### src/rtl/core/i2cbm_pkg.sv
// ----------------------------------------------------------------------------
// i2cbm_pkg
// shared types and constants of the bit-level i2c master
// ----------------------------------------------------------------------------
package i2cbm_pkg;

  localparam int QUEUE_DEPTH = 2;

  localparam logic [7:0] UNIT_TICKS_RESET = 8'd1;

  typedef enum logic [2:0] {
    MODE_START    = 3'd0,
    MODE_STOP     = 3'd1,
    MODE_WRITE    = 3'd2,
    MODE_READ     = 3'd3,
    MODE_SEND_ACK = 3'd4,
    MODE_RECV_ACK = 3'd5
  } mode_t;

  // one tick as classified by the front end
  typedef struct packed {
    logic       cmd_valid;
    logic       cmd_ok;
    logic [2:0] mode;
    logic [7:0] tx_byte;
    logic       ack_level;
    logic       sda_in;
  } tick_t;

  typedef struct packed {
    logic       scl;
    logic       sda;
    logic       busy;
    logic       done;
    logic [7:0] rx_byte;
    logic       ack_seen;
    logic       rejected;
  } result_t;

endpackage

### src/rtl/core/i2c_bit_level_master.sv
// ----------------------------------------------------------------------------
// i2c_bit_level_master
// bit-level i2c bus master stepped by one tick per beat
// ----------------------------------------------------------------------------
// usage
//   input side is a queue: a tick beat is taken when push is high and full is
//   low; a tick may carry a command (start, stop, write, read, send ack,
//   receive ack) and carries the sampled sda level
//   result side is a queue: the oldest result sits on the ports while empty
//   is low and leaves on pop; every tick beat yields exactly one result beat
//   holding scl/sda levels, busy, done, the last read byte, ack and reject
//   unit_ticks is to be written through cfg_we/cfg_wdata only while idle,
//   which the block does not enforce; zero counts as one
// timing
//   one tick beat per cycle sustained while the result queue has room; a taken
//   tick is loaded into the tick queue, then the sequencer steps it into the
//   result queue when it is not full, and it shows on the ports once oldest
//   the sequencer step is a combinational decode, counter and line update
// reset
//   queues empty, lines released high, no sequence running, unit count one
// stalls
//   if pop stays low the result queue fills, then the tick queue, then full
//   rises; nothing is dropped and stepping resumes once pop returns
// ----------------------------------------------------------------------------
module i2c_bit_level_master #(
  parameter int QUEUE_DEPTH = i2cbm_pkg::QUEUE_DEPTH
) (
  input  logic       clk,
  input  logic       rst,
  input  logic       cfg_we,
  input  logic [7:0] cfg_wdata,
  input  logic       push,
  output logic       full,
  input  logic       cmd_valid,
  input  logic [2:0] mode,
  input  logic [7:0] tx_byte,
  input  logic       ack_level,
  input  logic       sda_in,
  output logic       empty,
  input  logic       pop,
  output logic       scl_out,
  output logic       sda_out,
  output logic       busy_res,
  output logic       done_res,
  output logic [7:0] rx_byte,
  output logic       ack_seen,
  output logic       rejected
);

  i2cbm_pkg::tick_t   tick;
  logic               tick_empty;
  logic               tick_pop;
  i2cbm_pkg::result_t result;

  i2cbm_front #(
    .DEPTH (QUEUE_DEPTH)
  ) u_front (
    .clk        (clk),
    .rst        (rst),
    .push       (push),
    .full       (full),
    .cmd_valid  (cmd_valid),
    .mode       (mode),
    .tx_byte    (tx_byte),
    .ack_level  (ack_level),
    .sda_in     (sda_in),
    .tick_pop   (tick_pop),
    .tick       (tick),
    .tick_empty (tick_empty)
  );

  i2cbm_seq #(
    .DEPTH (QUEUE_DEPTH)
  ) u_seq (
    .clk        (clk),
    .rst        (rst),
    .cfg_we     (cfg_we),
    .cfg_wdata  (cfg_wdata),
    .tick       (tick),
    .tick_empty (tick_empty),
    .tick_pop   (tick_pop),
    .pop        (pop),
    .result     (result),
    .empty      (empty)
  );

  assign scl_out  = result.scl;
  assign sda_out  = result.sda;
  assign busy_res = result.busy;
  assign done_res = result.done;
  assign rx_byte  = result.rx_byte;
  assign ack_seen = result.ack_seen;
  assign rejected = result.rejected;

endmodule

### src/rtl/core/i2cbm_fifo.sv
// ----------------------------------------------------------------------------
// i2cbm_fifo
// small first-in first-out queue of packed entries
// ----------------------------------------------------------------------------
module i2cbm_fifo #(
  parameter int  DEPTH = i2cbm_pkg::QUEUE_DEPTH,
  parameter type entry_t = i2cbm_pkg::tick_t
) (
  input  logic   clk,
  input  logic   rst,
  input  logic   wr_en,
  input  entry_t wr_data,
  output logic   full,
  input  logic   rd_en,
  output entry_t rd_data,
  output logic   empty
);

  localparam int PTR_W = $clog2(DEPTH);
  localparam int CNT_W = $clog2(DEPTH + 1);

  entry_t             mem [DEPTH];
  logic   [PTR_W-1:0] wr_ptr;
  logic   [PTR_W-1:0] rd_ptr;
  logic   [CNT_W-1:0] count;
  logic               do_wr;
  logic               do_rd;

  assign full    = (count == CNT_W'(DEPTH));
  assign empty   = (count == '0);
  assign do_wr   = wr_en && !full;
  assign do_rd   = rd_en && !empty;
  assign rd_data = mem[rd_ptr];

  always_ff @(posedge clk) begin
    if (do_wr) begin
      mem[wr_ptr] <= wr_data;
    end
  end

  always_ff @(posedge clk) begin
    if (rst) begin
      wr_ptr <= '0;
      rd_ptr <= '0;
      count  <= '0;
    end else begin
      if (do_wr) begin
        wr_ptr <= (wr_ptr == PTR_W'(DEPTH - 1)) ? '0 : wr_ptr + 1'b1;
      end
      if (do_rd) begin
        rd_ptr <= (rd_ptr == PTR_W'(DEPTH - 1)) ? '0 : rd_ptr + 1'b1;
      end
      if (do_wr && !do_rd) begin
        count <= count + 1'b1;
      end else if (do_rd && !do_wr) begin
        count <= count - 1'b1;
      end
    end
  end

endmodule

### src/rtl/core/i2cbm_front.sv
// ----------------------------------------------------------------------------
// i2cbm_front
// takes input ticks, flags unknown commands and queues them for the sequencer
// ----------------------------------------------------------------------------
module i2cbm_front #(
  parameter int DEPTH = i2cbm_pkg::QUEUE_DEPTH
) (
  input  logic              clk,
  input  logic              rst,
  input  logic              push,
  output logic              full,
  input  logic              cmd_valid,
  input  logic [2:0]        mode,
  input  logic [7:0]        tx_byte,
  input  logic              ack_level,
  input  logic              sda_in,
  input  logic              tick_pop,
  output i2cbm_pkg::tick_t  tick,
  output logic              tick_empty
);

  i2cbm_pkg::tick_t classified;

  always_comb begin
    classified.cmd_valid = cmd_valid;
    classified.cmd_ok    = (mode <= 3'(i2cbm_pkg::MODE_RECV_ACK));
    classified.mode      = mode;
    classified.tx_byte   = tx_byte;
    classified.ack_level = ack_level;
    classified.sda_in    = sda_in;
  end

  i2cbm_fifo #(
    .DEPTH   (DEPTH),
    .entry_t (i2cbm_pkg::tick_t)
  ) u_tick_q (
    .clk     (clk),
    .rst     (rst),
    .wr_en   (push),
    .wr_data (classified),
    .full    (full),
    .rd_en   (tick_pop),
    .rd_data (tick),
    .empty   (tick_empty)
  );

endmodule

### src/rtl/core/i2cbm_seq.sv
// ----------------------------------------------------------------------------
// i2cbm_seq
// bus sequencer: one tick per cycle unless stalled; queues line levels, status
// ----------------------------------------------------------------------------
module i2cbm_seq #(
  parameter int DEPTH = i2cbm_pkg::QUEUE_DEPTH
) (
  input  logic                clk,
  input  logic                rst,
  input  logic                cfg_we,
  input  logic [7:0]          cfg_wdata,
  input  i2cbm_pkg::tick_t    tick,
  input  logic                tick_empty,
  output logic                tick_pop,
  input  logic                pop,
  output i2cbm_pkg::result_t  result,
  output logic                empty
);

  logic [7:0]       unit_ticks;
  i2cbm_pkg::mode_t cmd;
  logic [1:0]       phase;
  logic [3:0]       bit_idx;
  logic [9:0]       wait_cnt;
  logic [7:0]       shift;
  logic             scl;
  logic             sda;
  logic [7:0]       rx_q;
  logic             ack_q;

  i2cbm_pkg::mode_t cmd_next;
  logic [1:0]       phase_next;
  logic [3:0]       bit_idx_next;
  logic [9:0]       wait_cnt_next;
  logic [7:0]       shift_next;
  logic             scl_next;
  logic             sda_next;
  logic [7:0]       rx_q_next;
  logic             ack_q_next;

  logic               res_full;
  i2cbm_pkg::result_t res;

  assign tick_pop = !tick_empty && !res_full;

  always_ff @(posedge clk) begin
    if (rst) begin
      unit_ticks <= i2cbm_pkg::UNIT_TICKS_RESET;
    end else if (cfg_we) begin
      unit_ticks <= cfg_wdata;
    end
  end

  always_comb begin
    logic [7:0] unit_eff;
    logic [9:0] wait_dec;
    logic [1:0] last_phase;
    logic [1:0] units;
    logic       enter;
    logic       finish;

    cmd_next      = cmd;
    phase_next    = phase;
    bit_idx_next  = bit_idx;
    wait_cnt_next = wait_cnt;
    shift_next    = shift;
    scl_next      = scl;
    sda_next      = sda;
    rx_q_next     = rx_q;
    ack_q_next    = ack_q;
    res.done      = 1'b0;
    res.rejected  = 1'b0;
    enter         = 1'b0;
    finish        = 1'b0;
    units         = 2'd1;
    wait_dec      = (wait_cnt != '0) ? wait_cnt - 1'b1 : wait_cnt;
    unit_eff      = (unit_ticks == '0) ? 8'd1 : unit_ticks;
    last_phase    = (cmd == i2cbm_pkg::MODE_START || cmd == i2cbm_pkg::MODE_STOP ||
                     cmd == i2cbm_pkg::MODE_RECV_ACK) ? 2'd2 : 2'd3;

    if (phase == 2'd0) begin
      if (tick.cmd_valid) begin
        if (!tick.cmd_ok) begin
          res.rejected = 1'b1;
        end else begin
          cmd_next     = i2cbm_pkg::mode_t'(tick.mode);
          bit_idx_next = '0;
          if (cmd_next == i2cbm_pkg::MODE_WRITE) begin
            shift_next = tick.tx_byte;
          end else if (cmd_next == i2cbm_pkg::MODE_SEND_ACK) begin
            shift_next = {7'd0, tick.ack_level};
          end else begin
            shift_next = '0;
          end
          phase_next = 2'd1;
          enter      = 1'b1;
        end
      end
    end else begin
      res.rejected  = tick.cmd_valid;
      wait_cnt_next = wait_dec;
      if (wait_dec == '0) begin
        // sample lands on the tick that closes the scl-high phase
        if (cmd == i2cbm_pkg::MODE_READ && phase == 2'd2) begin
          shift_next = {shift[6:0], tick.sda_in};
        end
        if (cmd == i2cbm_pkg::MODE_RECV_ACK && phase == 2'd2) begin
          ack_q_next = ~tick.sda_in;
        end
        if (phase < last_phase) begin
          phase_next = phase + 2'd1;
          enter      = 1'b1;
        end else begin
          finish = 1'b1;
          if (cmd == i2cbm_pkg::MODE_WRITE || cmd == i2cbm_pkg::MODE_READ) begin
            bit_idx_next = bit_idx + 4'd1;
            if (bit_idx_next < 4'd8) begin
              phase_next = 2'd2;
              enter      = 1'b1;
              finish     = 1'b0;
            end
          end
        end
        if (finish) begin
          unique case (cmd)
            i2cbm_pkg::MODE_START: begin
              scl_next = 1'b0;
            end
            i2cbm_pkg::MODE_STOP: begin
              sda_next = 1'b1;
            end
            i2cbm_pkg::MODE_READ: begin
              rx_q_next = shift_next;
              scl_next  = 1'b0;
              sda_next  = 1'b1;
            end
            default: begin
              scl_next = 1'b0;
              sda_next = 1'b1;
            end
          endcase
          phase_next = 2'd0;
          res.done   = 1'b1;
        end
      end
    end

    // line levels and hold time of the phase being entered
    if (enter) begin
      unique case (cmd_next)
        i2cbm_pkg::MODE_START: begin
          if (phase_next == 2'd1) begin
            scl_next = 1'b1;
            sda_next = 1'b1;
          end else begin
            sda_next = 1'b0;
          end
          units = 2'd3;
        end
        i2cbm_pkg::MODE_STOP: begin
          if (phase_next == 2'd1) begin
            scl_next = 1'b0;
            sda_next = 1'b0;
          end else begin
            scl_next = 1'b1;
          end
          units = 2'd3;
        end
        i2cbm_pkg::MODE_WRITE: begin
          if (phase_next == 2'd1) begin
            scl_next = 1'b0;
            sda_next = 1'b0;
            units    = 2'd2;
          end else if (phase_next == 2'd2) begin
            scl_next = 1'b0;
            sda_next = shift_next[3'd7 - bit_idx_next[2:0]];
            units    = 2'd2;
          end else begin
            scl_next = 1'b1;
            units    = 2'd3;
          end
        end
        i2cbm_pkg::MODE_READ: begin
          if (phase_next == 2'd1) begin
            scl_next = 1'b0;
            sda_next = 1'b1;
            units    = 2'd3;
          end else if (phase_next == 2'd2) begin
            scl_next = 1'b1;
            units    = 2'd3;
          end else begin
            scl_next = 1'b0;
            units    = 2'd2;
          end
        end
        i2cbm_pkg::MODE_SEND_ACK: begin
          if (phase_next == 2'd1) begin
            scl_next = 1'b0;
            sda_next = 1'b0;
            units    = 2'd1;
          end else if (phase_next == 2'd2) begin
            sda_next = ~shift_next[0];
            units    = 2'd1;
          end else begin
            scl_next = 1'b1;
            units    = 2'd2;
          end
        end
        default: begin
          if (phase_next == 2'd1) begin
            scl_next = 1'b0;
            sda_next = 1'b1;
          end else begin
            scl_next = 1'b1;
          end
          units = 2'd1;
        end
      endcase
      unique case (units)
        2'd2:    wait_cnt_next = {1'b0, unit_eff, 1'b0};
        2'd3:    wait_cnt_next = {2'b00, unit_eff} + {1'b0, unit_eff, 1'b0};
        default: wait_cnt_next = {2'b00, unit_eff};
      endcase
    end

    res.scl      = scl_next;
    res.sda      = sda_next;
    res.busy     = (phase_next != 2'd0);
    res.rx_byte  = rx_q_next;
    res.ack_seen = ack_q_next;
  end

  always_ff @(posedge clk) begin
    if (rst) begin
      cmd      <= i2cbm_pkg::MODE_START;
      phase    <= '0;
      bit_idx  <= '0;
      wait_cnt <= '0;
      shift    <= '0;
      scl      <= 1'b1;
      sda      <= 1'b1;
      rx_q     <= '0;
      ack_q    <= 1'b0;
    end else if (tick_pop) begin
      cmd      <= cmd_next;
      phase    <= phase_next;
      bit_idx  <= bit_idx_next;
      wait_cnt <= wait_cnt_next;
      shift    <= shift_next;
      scl      <= scl_next;
      sda      <= sda_next;
      rx_q     <= rx_q_next;
      ack_q    <= ack_q_next;
    end
  end

  i2cbm_fifo #(
    .DEPTH   (DEPTH),
    .entry_t (i2cbm_pkg::result_t)
  ) u_res_q (
    .clk     (clk),
    .rst     (rst),
    .wr_en   (tick_pop),
    .wr_data (res),
    .full    (res_full),
    .rd_en   (pop),
    .rd_data (result),
    .empty   (empty)
  );

endmodule

### config.mk
export PLATFORM = sky130hd
export DESIGN_NAME = i2c_bit_level_master
export DESIGN_NICKNAME = d
export VERILOG_FILES = /design/src/rtl/core/i2cbm_pkg.sv /design/src/rtl/core/i2c_bit_level_master.sv /design/src/rtl/core/i2cbm_fifo.sv /design/src/rtl/core/i2cbm_front.sv /design/src/rtl/core/i2cbm_seq.sv
export SDC_FILE = /design/constraint.sdc
export NUM_CORES = 1
export LEC_CHECK = 0
export BUFFER_PORTS_ARGS = -buffer_cell sky130_fd_sc_hd__buf_2
export CAP_MARGIN = 20
export CORE_MARGIN = 3
export CORE_UTILIZATION = 61
export CTS_CLUSTER_SIZE = 14
export DETAILED_ROUTE_END_ITERATION = 10
export PLACE_DENSITY = 0.88
export SETUP_SLACK_MARGIN = 0.1
export SKIP_LAST_GASP = 1
export SLEW_MARGIN = 20
export SYNTH_ARGS = -nofsm -noshare
export SYNTH_HDL_FRONTEND = slang
export SYNTH_SLANG_ARGS = --single-unit
### constraint.sdc
create_clock -name clk -period 5.2 [get_ports clk]
set_input_delay 0.52 -clock clk [delete_from_list [all_inputs] [get_ports clk]]
set_output_delay 0.52 -clock clk [all_outputs]
set_load 0.005 [all_outputs]
; Word-level counts from Yosys, hierarchy flattened
; Memories as Yosys holds them, arrays and structs flattened. A register that Yosys moved wholly into a read port is not among the register bits.
; Index checks and enable logic that the tools add are counted.
[op_classes]
add_sub_neg = 13
magnitude_cmp = 4
eq_ne = 21
muxes = 108
bitwise_logic = 2
reduce_logical = 38
[ops]
columns = op, n
row1 = $mux W8, 11
row2 = $mux W1, 63
row3 = $mux W2, 17
row4 = $mux W10, 3
row5 = $mux W4, 6
row6 = $pmux W10 S2, 1
row7 = $eq A3 B2 Y1 const B, 5
row8 = $eq A2 B2 Y1 const B, 6
row9 = $logic_and A1 B1 Y1, 11
row10 = $add A8 B9 Y10, 1
row11 = $logic_not A10 Y1, 1
row12 = $reduce_bool A10 Y1, 1
row13 = $reduce_bool A2 Y1, 5
row14 = $sub A10 B1 Y10 const B, 1
row15 = $eq A3 B3 Y1 const B, 3
row16 = $mux W3, 3
row17 = $logic_not A1 Y1, 8
row18 = $logic_not A8 Y1, 1
row19 = $pmux W1 S4, 2
row20 = $pmux W2 S4, 1
row21 = $add A2 B1 Y2 const B, 3
row22 = $eq A3 B1 Y1 const B, 2
row23 = $logic_not A2 Y1, 3
row24 = $logic_not A3 Y1, 2
row25 = other kinds (17), 26
[totals]
regBits = 54
mem_bits_rw = 58
in_bits = 27
output_inout_bits = 16
elab_cells = 205
memories = 2
[mem_list]
columns = memory, depth, word_bits, rd, rd_clocked_by_memory_dff, write_ports, line_no
row1 = u_front.u_tick_q.mem, 2, 15, 1, 1, 1, i2cbm_fifo.sv:22  ; entry_t mem [DEPTH];
row2 = u_seq.u_res_q.mem, 2, 14, 1, 1, 1, i2cbm_fifo.sv:22

; Depth between registers and ports, before layout
[logic_depth]
word_depth = 19
mapped_depth = 24
depth_no_buf = 18

; By module
; A second synthesis with hierarchy kept.
[hier_totals]
cells_unflattened = 676
hier_area_um2 = 6406.1
[modules_own_cells]
columns = mod, instances, cells_per_inst, area_per_inst_um2, seq_area_each_um2
row1 = i2cbm_seq, 1, 535, 3883.7, 920.9
row2 = i2cbm_fifo (u_front.u_tick_q), 1, 72, 1297.5, 1001.0
row3 = i2cbm_fifo (u_seq.u_res_q), 1, 68, 1221.2, 940.9
row4 = i2cbm_front, 1, 1, 3.8, 0.0

; Worst setup path before layout
; OpenSTA, ideal clock, no wires.
[synth_path]
path_kind = register to register
from = reg u_seq.wait_cnt[0]
to = reg u_seq.scl
setup_time_ns = 0.120
arrival_time_ns = 4.158
required_ns = 5.080
setup_slack_ns = 0.922
stages_incl_launch_ff = 23
path_buffers = 5
synth_period_minus_slack_ns = 4.278
path_cell_list = dfxtp_1 clkbuf_1 inv_1 ha_1 buf_4 or3b_1 buf_2 or3_1 a31oi_1 and4b_1 buf_6 buf_2 and3_1 nor2_1 inv_1 ha_1 o21ai_0 mux2_2 o221ai_1 o21ai_0 a22oi_1 a21oi_1 a211o_1
[synth_lines]
columns = item, line_no
row1 = from (decl), i2cbm_seq.sv:24  ; logic [9:0] wait_cnt;
row2 = from (signal assigned), i2cbm_seq.sv:248  ; wait_cnt <= wait_cnt_next;
row3 = to (signal assigned), i2cbm_seq.sv:250  ; scl <= scl_next;
row4 = to (decl), i2cbm_seq.sv:26  ; logic scl;

==> results.py <==
metrics = {
    "run_status": {
        "status": "finished clean",
    },
    "synth": {
        "synth_commonest_cells": "nand2_1, nor2_1, a21oi_1",
        "synth_flop_cell": "edfxtp_1",
        "synth.most_common_cell": "nand2_1",
        "synth_cells": 677,
        "synth-seq-cells": 114,
        "synthArstFlopShare": 0,
        "avgSynthCellArea_um2": 9.36,
        "yosys.area.top_type_share": 0.275,
        "synth-edff-count": 58,
        "synth_area_leader_cell": "edfxtp_1",
        "yosys-top-cells-area": "edfxtp_1, dfxtp_1, mux2i_1",
        "ys_seq_area_frac": 0.452,
        "synth_warnings": 0,
        "synth_nets": 723,
        "synth_cell_type_count": 73,
        "syn_area_um2": 6340,
    },
    "min_path": {
        "min-delay-start": "tx_byte[7]",
        "min_to": "u_front.u_tick_q.mem[1][9]",
        "hold_path_class": "primary input to flop",
        "min_delay_path_depth": 1,
    },
    "final_layout": {
        "n_fill_cell": 688,
        "diodes": 0,
        "layout.nets": 748,
        "final_area_um2": 7180,
        "layout-drive-gt1-share": 0.168,
        "postLayoutCoreUtil": 0.722,
        "multi_input_area_um2": 3210,
        "area_growth_pct": 13.4,
        "regArea_um2": 2860,
        "final_cells": 848,
    },
    "drt": {
        "topRoutingLayerUsed": "met4",
        "avgRoutedWirePerCell_um": 17.3,
        "drc": 0,
        "wl_met3_um": 902,
        "via_count": 5219,
        "wl_met2_um": 6960,
        "initialDrtViolationCount": 384,
        "ant_nets": 0,
        "routed_via_density": 6.15,
        "met1_length_um": 6510,
        "drtPass1Iterations": 5,
        "wirelength_um": 14700,
    },
    "setup_path": {
        "slowest_stage": "or3b_1",
        "required_ps": 5600,
        "path_class": "flop to flop",
        "path_cells": "inv_1 -> ha_1 -> or3b_1 -> nor4b_1 -> a31oi_1 -> and4b_4 -> and2_4 -> nand3b_1 -> a22o_1 -> inv_1 -> ha_1 -> o21ai_0 -> mux2_2 -> o221ai_1 -> o21ai_0 -> a22oi_1 -> a21oi_1 -> a211o_1",
        "cp_slowest_stage_delay_ps": 490,
        "ff2ff_path_depth": 18,
        "reg2reg_to": "u_seq.scl",
        "path_delay_family": "simple AND/OR/NAND/NOR gates",
        "critPathArrivalTime_ps": 5180,
        "critPathLaunchType": "flop",
        "crit_fanout": 18,
        "rrSetupSlack_ps": 420,
        "r2r-start": "u_seq.wait_cnt[0]",
        "critical_path_buf_inv_count": 2,
        "crit_path_end_kind": "flop",
    },
    "clock_network": {
        "clkSinkCount": 114,
        "cts_hold_buf": 0,
        "h-tree-depth": 4,
        "insertion_delay_ps": 520,
        "path_clk_slew_ps": 60,
        "ctsRootBufferMaster": "clkbuf_8",
        "tritoncts": "done",
        "clock_path_buffers": 2,
        "numCtsBuffers": 17,
    },
    "sta": {
        "period_needed_ps": 4780,
        "fin_crit_sh": 0.918,
        "setup-tns-final_ps": 0,
        "slew_headroom": 0.323,
        "setup_viol": 0,
        "worstMarginPinSlew_ps": 1020,
        "finalHoldViolCount": 0,
        "skew_ps": 9.98,
        "rsz0062_at_grt": "false",
        "maxSlewViolCount": 0,
        "fmaxAchievable_mhz": 209,
    },
    "die": {
        "design.core.area_um2": 9950,
        "rows": 36,
        "ios": 43,
        "die_x_um": 108,
        "start_util": 0.637,
        "die_y_um": 108,
        "die_area_um2": 11600,
    },
    "power": {
        "p_leak_nw": 2.85,
        "ir_drop_uv": 437,
        "finalPower_mw": 4.73,
        "power_density_nw_per_um2": 659,
    },
    "place": {
        "placed_cell_area_um2": 6580,
        "dp_hpwl_um": 10100,
        "gp_congestion": 0.927,
        "port_buffers": 42,
        "dp.cells": 816,
    },
    "global_route": {
        "grt_first_pass_wirelength_um": 23500,
        "grt-ovfl-total": 0,
        "grt_pass1_vias": 4855,
        "track_usage": 0.258,
        "grt_antenna_before_repair": 0,
        "grt_start_max_net_pins": 53,
    },
    "flow_run": {
        "drv_cap": 0,
    },
}
==> cells by family (layout without fill, tap and decap cells) <==
family,count (synthesis),after routing,share of synthesized area
and+or+nand+nor,238,238,0.177
buffers and inverters,68,106,0.0450
xor gates and xnor gates,18,18,0.0249
AOI/OAI and AO/OA,162,162,0.167
adders and majority gates,19,19,0.0387
muxes,58,58,0.0963
DFF,114,114,0.452
==> layer usage <==
metal	vias up	GRT usage
li1	2487	-
met1	2490	0.355
met2	209	0.405
met3	33	0.0468
met4	0	0.106
met5	-	0
==> layout make-up <==
| class | instances | share of cell area |
|---|---|---|
| Multi-Input combinational cell | 495 | 0.447 |
| Sequential cell | 114 | 0.398 |
| Clock buffer | 18 | 0.0582 |
| Timing Repair Buffer | 47 | 0.0345 |
| Clock inverter | 14 | 0.0251 |
| Tap cell | 133 | 0.0232 |
| Inverter | 27 | 0.0141 |
==> per-stage QoR <==
stage                     hold slack [ps]  setup slack, ps
after floorplan                       433              922
after global placement                439              501
after detailed placement              451              290
after CTS                             169              260
after global routing                  179             77.9
final                                 186              425
==> cell usage in the layout (no fill, tap or decap), types with 4 or more instances in the layout <==
master      instances
nand2_1            83
nor2_1             67
a21oi_1            59
edfxtp_1           58
dfxtp_1            56
buf_2              42
mux2i_1            34
inv_1              27
mux2_2             24
ha_1               18
o21ai_0            16
clkbuf_16          16
nand3_1            14
o21ai_1            14
nor3_1             11
xor2_1             10
nand2b_1           10
and2_1             10
a211oi_1           10
xnor2_1             8
and3_1              8
a31oi_1             7
o22ai_1             5
o211ai_1            5
buf_4               5
nor2b_1             4
or3_1               4
nand3b_1            4
clkinvlp_4          4
==> repair_timing <==
| item | 4_1_cts | 5_1_grt |
|---|---|---|
| endpoints found under the hold margin | 0 | 0 |
| buffers inserted | 0 | 0 |
| setup endpoints to repair | 0 | 15 |
| resized for setup | 0 | 3 |
==> registers in the layout, indices dropped and copies added, names as in the netlist, 2 cells and up, named ones only <==
| register | flops |
|---|---|
| u_front.u_tick_q.mem | 30 |
| u_seq.rx_q | 8 |
| u_front.u_tick_q.count | 2 |
| u_seq.u_res_q.count | 2 |
| u_seq.wait_cnt | 10 |
| u_seq.u_res_q.mem | 28 |
| u_seq.phase | 2 |
| u_seq.unit_ticks | 8 |
| u_seq.bit_idx | 4 |
| u_seq.cmd | 3 |
| u_seq.shift | 8 |
==> worst max path at each step <==
stage                       from  slack, ps                end  cells past startpoint
3_5_place_dp   u_seq.wait_cnt[0]        290  u_seq.wait_cnt[1]                     18
5_1_grt        u_seq.wait_cnt[0]         80          u_seq.scl                     18
2_1_floorplan  u_seq.wait_cnt[0]        920          u_seq.scl                     22
4_1_cts        u_seq.wait_cnt[0]        260  u_seq.wait_cnt[1]                     18
3_3_place_gp   u_seq.wait_cnt[0]        500  u_seq.wait_cnt[1]                     18
6_report       u_seq.wait_cnt[0]        420          u_seq.scl                     18
==> power breakdown <==
group / internal (mW) / switching [mW] / total (mW)
Combinational: 0.849 / 1.32 / 2.17
Sequential: 1.19 / 0.203 / 1.39
Clock: 0.736 / 0.428 / 1.16
Total: 2.78 / 1.95 / 4.73
Note: power is estimated with default switching activity, not from simulation.
